[src/rtl/dnat_pkg.sv]
// Shared types, codes and the key hash for the destination NAT block.
// No dependencies.
package dnat_pkg;

  localparam int KEY_W   = 104;  // src ip, dst ip, protocol, src port, dst port
  localparam int ACT_W   = 56;   // rule number, target ip, target port
  localparam int ENTRY_W = KEY_W + ACT_W;

  localparam logic [7:0] PROTO_TCP = 8'd6;
  localparam logic [7:0] PROTO_UDP = 8'd17;

  localparam logic [1:0] HDR_L4 = 2'd2;

  localparam logic OP_PACKET = 1'b0;
  localparam logic OP_WRITE  = 1'b1;

  localparam logic [1:0] WS_OK   = 2'd0;
  localparam logic [1:0] WS_FULL = 2'd1;
  localparam logic [1:0] WS_NONE = 2'd2;

  localparam logic REG_PORT_LOW  = 1'b0;
  localparam logic REG_PORT_HIGH = 1'b1;

  localparam logic [15:0] PORT_LOW_RST  = 16'd8000;
  localparam logic [15:0] PORT_HIGH_RST = 16'd8100;
  localparam logic [15:0] CSUM_ONES     = 16'hFFFF;

  typedef enum logic [1:0] {
    S_IDLE,
    S_PROBE,
    S_CALC,
    S_DONE
  } dnat_state_t;

  // XOR fold of the key down to 16 bits.
  function automatic logic [15:0] dnat_hash16(input logic [KEY_W-1:0] key);
    logic [15:0] h;
    h = '0;
    for (int i = 0; i < KEY_W / 8; i++) begin
      h = {h[14:0], h[15]} ^ {8'd0, key[8*i +: 8]};
    end
    return h;
  endfunction

endpackage

[src/rtl/dnat_csum.sv]
// Two-stage checksum unit: full IP header checksum and incremental L4 update.
// Uses dnat_pkg for constants.
module dnat_csum (
  input  logic        clk,
  input  logic        rst_n,
  input  logic        start,
  input  logic [63:0] head,
  input  logic [15:0] ttlp,
  input  logic [31:0] sip,
  input  logic [31:0] dip,
  input  logic [15:0] dport,
  input  logic [15:0] l4c,
  input  logic [31:0] nip,
  input  logic [15:0] nport,
  output logic        done,
  output logic [15:0] ip_csum,
  output logic [15:0] l4_csum
);
  import dnat_pkg::*;

  logic        stg1_r, done_r;
  logic [19:0] acc_ip_r;
  logic [18:0] acc_l4_r;
  logic        udp_r, keep_zero_r;
  logic [15:0] ip_csum_r, l4_csum_r;
  logic [16:0] ip_f1, l4_f1;
  logic [15:0] ip_f2, l4_f2, l4_new;

  always_ff @(posedge clk) begin
    if (!rst_n) begin
      stg1_r <= 1'b0;
      done_r <= 1'b0;
    end else begin
      stg1_r <= start;
      done_r <= stg1_r;
    end
  end

  always_ff @(posedge clk) begin
    if (start) begin
      acc_ip_r <= 20'(head[63:48]) + 20'(head[47:32]) + 20'(head[31:16]) + 20'(head[15:0])
                + 20'(ttlp) + 20'(sip[31:16]) + 20'(sip[15:0])
                + 20'(nip[31:16]) + 20'(nip[15:0]);
      acc_l4_r <= {3'b000, ~l4c} + {3'b000, ~dip[31:16]} + {3'b000, ~dip[15:0]}
                + {3'b000, ~dport}
                + 19'(nip[31:16]) + 19'(nip[15:0]) + 19'(nport);
      udp_r       <= (ttlp[7:0] == PROTO_UDP);
      keep_zero_r <= (ttlp[7:0] == PROTO_UDP) && (l4c == 16'd0);
    end
  end

  // Two end-around folds bring either sum into 16 bits.
  always_comb begin
    ip_f1 = 17'(acc_ip_r[15:0]) + 17'(acc_ip_r[19:16]);
    ip_f2 = ip_f1[15:0] + 16'(ip_f1[16]);
    l4_f1 = 17'(acc_l4_r[15:0]) + 17'(acc_l4_r[18:16]);
    l4_f2 = l4_f1[15:0] + 16'(l4_f1[16]);
    l4_new = ~l4_f2;
    if (keep_zero_r) begin
      l4_new = 16'd0;
    end else if (udp_r && (l4_new == 16'd0)) begin
      l4_new = CSUM_ONES;
    end
  end

  always_ff @(posedge clk) begin
    if (stg1_r) begin
      ip_csum_r <= ~ip_f2;
      l4_csum_r <= l4_new;
    end
  end

  assign done    = done_r;
  assign ip_csum = ip_csum_r;
  assign l4_csum = l4_csum_r;
endmodule

[config.mk]
export PLATFORM = sky130hd
export DESIGN_NAME = dnat_csum
export DESIGN_NICKNAME = d
export VERILOG_FILES = /design/src/rtl/dnat_pkg.sv /design/src/rtl/dnat_csum.sv
export SDC_FILE = /design/constraint.sdc
export NUM_CORES = 1
export LEC_CHECK = 0
export ABC_AREA = 1
export BUFFER_PORTS_ARGS = -buffer_cell sky130_fd_sc_hd__buf_2
export CAP_MARGIN = 20
export CORE_UTILIZATION = 51
export CTS_BUF_LIST = sky130_fd_sc_hd__clkbuf_4 sky130_fd_sc_hd__clkbuf_8
export DETAILED_ROUTE_END_ITERATION = 10
export PLACE_DENSITY = 0.8
export SETUP_SLACK_MARGIN = 0.15
export SKIP_LAST_GASP = 1
export SYNTH_ARGS = -nofsm -noshare
export SYNTH_HDL_FRONTEND = slang
export SYNTH_SLANG_ARGS = --single-unit
export TNS_END_PERCENT = 1
[constraint.sdc]
create_clock -name clk -period 5.2 [get_ports clk]
set_clock_uncertainty 0.05 [all_clocks]
set_input_delay 1.3 -clock clk [delete_from_list [all_inputs] [get_ports clk]]
set_output_delay 1.3 -clock clk [all_outputs]
set_load 0.05 [all_outputs]
After elaboration in Yosys (flattened, before gate mapping)

Index checks and enable logic that the tools add are counted.

Register bits: 75
Bits of input ports: 227
Output and inout bits: 33
Word-level logic and storage cells: 38

Add/subtract/negate cells: 18
Equality and inequality tests: 1
Multiplexer cells: 1
Bitwise logic cells: 6
Reduce and logical (&&, ||, !) cells: 4

Operators by type and width:

| operator                                             | number |
|---|---|
| inverter 16 bit                                      | 6 |
| adder 20 x 16 -> 20 bit                              | 4 |
| adder 19 x 16 -> 19 bit                              | 3 |
| adder 18 x 16 -> 19 bit                              | 2 |
| adder 17 x 16 -> 18 bit                              | 2 |
| adder 16 x 16 -> 17 bit                              | 2 |
| adder 16 x 1 -> 16 bit                               | 2 |
| zero test 16 bit                                     | 2 |
| adder 19 x 16 -> 20 bit                              | 1 |
| adder 16 x 3 -> 17 bit                               | 1 |
| adder 16 x 4 -> 17 bit                               | 1 |
| two-way mux 16 bit                                   | 1 |
| equality test 8 x 5 -> 1 bit (second input constant) | 1 |
| logical AND 1 bit                                    | 2 |

Longest topological paths before layout

Word-level depth: 8
Gate-level depth with buffers: 25
Depth with buffers taken out: 24

Worst setup path after synthesis

Ideal clock, no wire load.

Path type: input to register
Start: input port nip[2]
End: register acc_l4_r[15], data pin
Setup time: 0.262 ns
Arrival: 5.301 ns
Data required time: 4.888 ns
Slack: -0.413 ns
Cell stages on the path: 15
Buffers on the path: 0
Path through: inv_1 > fa_1 > inv_1 > fa_1 > inv_1 > fa_1 > fa_1 > fa_1 > o21ai_0 > a21oi_1 > o21ai_0 > a21boi_0 > o21ai_0 > a21oi_1 > xor2_1

Longest elaborated chain between the ends: 2

RTL lines:

| item                                 | line            | source |
|---|---|---|
| from (decl)                          | dnat_csum.sv:13 | `input logic [31:0] nip,` |
| adder 19 x 16 -> 19 bit (2 in a row) | dnat_csum.sv:46 | `+ 19'(nip[31:16]) + 19'(nip[15:0]) + 19'(nport);` |
| to (signal assigned)                 | dnat_csum.sv:44 | `acc_l4_r <= {3'b000, ~l4c} + {3'b000, ~dip[31:16]} + {3'b000, ~dip[15:0]}` |
| to (decl)                            | dnat_csum.sv:23 | `logic [18:0] acc_l4_r;` |

No other way between the ends.
A chain may end at the register's enable or synchronous reset.

Worst setup path after layout

Start: input port head[50]
End: register acc_ip_r[16], data pin

Longest elaborated chain between the ends: 8

RTL lines:

| item                                 | line            | source |
|---|---|---|
| from (decl)                          | dnat_csum.sv:7  | `input logic [63:0] head,` |
| adder 16 x 16 -> 17 bit              | dnat_csum.sv:41 | `acc_ip_r <= 20'(head[63:48]) + 20'(head[47:32]) + 20'(head[31:16]) + 20'(head[15:0])` |
| adder 17 x 16 -> 18 bit              | dnat_csum.sv:41 |  |
| adder 18 x 16 -> 19 bit              | dnat_csum.sv:41 |  |
| adder 19 x 16 -> 20 bit              | dnat_csum.sv:42 | `+ 20'(ttlp) + 20'(sip[31:16]) + 20'(sip[15:0])` |
| adder 20 x 16 -> 20 bit (2 in a row) | dnat_csum.sv:42 |  |
| adder 20 x 16 -> 20 bit (2 in a row) | dnat_csum.sv:43 | `+ 20'(nip[31:16]) + 20'(nip[15:0]);` |
| to (signal assigned)                 | dnat_csum.sv:41 |  |
| to (decl)                            | dnat_csum.sv:22 | `logic [19:0] acc_ip_r;` |

No other way between the ends.

==> metrics <==
CTS clk-pin slew, worst paths 0.09 ns; Vias/cell 4.82; drt drc 0; Finished Core Util 64.7%; HPWL after DPL 24.9 mm; first-pass GRT wire length 44.4 mm; hold path startpoint stg1_r; crit end category register; Root Buffer clkbuf_8; Top-Level Pins 260; Net Count, Synth ~1700; Critical Path Source head[50]; Syn Std Cell Area approximately 0.011 sq mm; initial antenna violation count 3; Initial DRT Pass Iterations 5; Final ANT Viol Nets 0; crit-path max FO 4; largest net degree at the start of global routing 43; Pwr Total 0.00892 W; Die H 148 um; status completed; Post-layout nets 2024; Final GP Congestion just over 0.9; placed cells approximately 1800; commonest non-fill, non-tap cell in the layout inv_1; CTS tree yes; Seq/Total Area, Yosys between 20% and 30%; number of global-route vias before repair a little over 9000; Final min period between 5 and 6 ns; Distinct cells, synth 43; Peak VDD IR 423 uV; H-tree depth 3; Worst-Skew Late Latency 0.37 ns; Hold WC Path Type register to register; Horiz. Die Dim 148 um; # rows between 50 and 60; CTS max path bufs 2; Hold Buf Count CTS 0; detailed router's first-iteration violation count 445; IO buf count 259; global route overflow 0; TritonCTS Buffers 9; total track usage 26.9%; Avg Synthesized Cell Area 8.85 sq um; non-filler instance count after layout 1831; leakage between 7 and 8 nW; Worst Path Required approximately 5.3 ns; Setup violations, final 0; synth-to-layout area growth 22.4%; core area 0.0205 sq mm; final period utilization 96.3%; max frequency 200 MHz; full die area around 0.022 sq mm; FF+latch count, synth 75; max-slew violation count 0; Startpoint Class input pin; most frequent cells in the layout inv_1 (415), buf_2 (259), fa_1 (188); dpl ws -0.253 ns; clk sink count 75; CP Class input pin to register; hold_ws 0.701 ns; relative slew slack 32.0%; Arr. time, crit path 5.08 ns; initial core utilization 52.8%; worst r2r src acc_ip_r[16]; Routed WL 27.7 mm; total vias in the final route a little under 9000; Synth Instances 1223; average wire per standard cell 15.1 um; setup ws final 0.194 ns; max capacitance violation total 0; RSZ-0062 raised after global routing yes; warning count from the yosys run 0; Worst Tran Pin Value 1.02 ns; share of layout cells above drive strength 1 26.1%; power density over the cells 673 mW/mm^2; Hold Fails Final Rpt 0
## worst paths after layout
check                                     to  slack [ns]  depth (start not counted)
worst max-delay path            acc_ip_r[16]        0.19                         20
worst min-delay path                    done        0.70                          3
worst max register to register   ip_csum[11]        0.94                         20
worst min register to register          done        0.70                          3
## cell families (layout without fill, tap and decap cells)
| logic type | count (synthesis) | after routing | share of synthesized area, % |
|---|---|---|---|
| AO/OA/AOI/OAI | 82 | 82 | 4.75 |
| XOR/XNOR | 45 | 45 | 3.64 |
| adder cells (fa/ha/maj) | 243 | 243 | 41.3 |
| buffers and inverters | 425 | 761 | 14.9 |
| flip-flops | 75 | 75 | 20.6 |
| other | 0 | 2 | 0 |
| AND/OR/NAND/NOR | 353 | 353 | 14.9 |
## cells in the mapped netlist
cell | n | area [sq um]
nand3b_1 | 2 | 15.0
a21oi_4 | 1 | 16.3
buf_1 | 1 | 3.75
inv_2 | 4 | 15.0
and2_1 | 2 | 12.5
a21oi_2 | 10 | 87.6
nor2_1 | 48 | 180
nand2_4 | 1 | 11.3
nand4_1 | 20 | 125
clkbuf_1 | 1 | 3.75
nor4_2 | 1 | 12.5
nor4_1 | 7 | 43.8
xnor2_1 | 8 | 70.1
fa_1 | 190 | 3800
buf_6 | 1 | 11.3
o21bai_2 | 1 | 11.3
nor2_2 | 6 | 37.5
nor3_1 | 6 | 30.0
nor4b_1 | 1 | 8.76
dfxtp_1 | 2 | 40.0
nand3_1 | 57 | 285
xor2_1 | 37 | 324
ha_1 | 53 | 663
a31oi_1 | 3 | 18.8
nand2_2 | 8 | 50.1
edfxtp_1 | 73 | 2190
a31o_2 | 2 | 17.5
a21o_1 | 5 | 37.5
nand3_2 | 5 | 50.1
o21bai_1 | 4 | 30.0
o211ai_1 | 1 | 7.51
a21oi_1 | 37 | 185
a21boi_0 | 2 | 15.0
nor2_4 | 5 | 56.3
o2111ai_1 | 1 | 8.76
inv_1 | 415 | 1560
buf_4 | 1 | 7.51
inv_4 | 1 | 6.26
clkinv_1 | 1 | 3.75
o21ai_1 | 1 | 5.00
nand2_1 | 184 | 691
o21ai_0 | 13 | 65.1
a221oi_1 | 1 | 8.76
## through the flow
stage | instance area (sq um) | TNS, ns
after global placement | 13000 | -1.33
after global routing | 13200 | -0.0327
after CTS | 13200 | 0
final | 13300 | 0
after floorplan | 10900 | 0
after detailed placement | 13000 | -2.38
## worst max-delay path: stages
cell and delay [ns]:
buf_2 0.08, inv_1 0.05, fa_1 0.54, inv_1 0.07, fa_1 0.58, fa_1 0.43
fa_1 0.46, ha_2 0.20, fa_2 0.35, nand3_1 0.09, nand2_1 0.08, a21oi_2 0.13
o21bai_1 0.12, nand3_1 0.10, nand2_2 0.08, a21o_1 0.18, nand3_1 0.09, nand2_1 0.06
nand2_1 0.07, nand2_1 0.05
## sequential cells by signal, indices dropped and copies added (netlist names)
register,flops
l4_csum,16
stg1_r,1
acc_l4_r,19
done,1
keep_zero_r,1
acc_ip_r,20
ip_csum,16
udp_r,1
## layout make-up
cell class / count / area (sq um)
inverters: 421 / 1580
diodes: 2 / 5.00
fillers: 1735 / 7240
multi-input cells: 723 / 7110
repair buffers: 324 / 1780
clock buffers: 10 / 131
clock inverters: 6 / 65.1
flip-flops and latches: 75 / 2230
well taps: 270 / 338
## routing by layer
layer  share of wire (%)  wire, um  vias to the layer above  track usage [%]
met5               0.047        13                        -                0
li1                    -         -                     4277                -
met3                 6.3      1750                       36             4.23
met4                 2.5       695                        2             8.30
met1                  42     11600                     4181             34.7
met2                  49     13600                      334             46.6
## timing repair
action	CTS	global route
gates resized for setup	1	8
setup buffers	0	1
endpoints found under the setup margin	2	16
pin swaps	1	12
## power breakdown
group          internal, W  switching [W]  total [W]
combinational      0.00309        0.00395    0.00703
sequential         0.00124       0.000175    0.00142
clock             0.000228       0.000244   0.000472
total              0.00456        0.00436    0.00892
No activity file was read; power rests on OpenSTA's default activity.
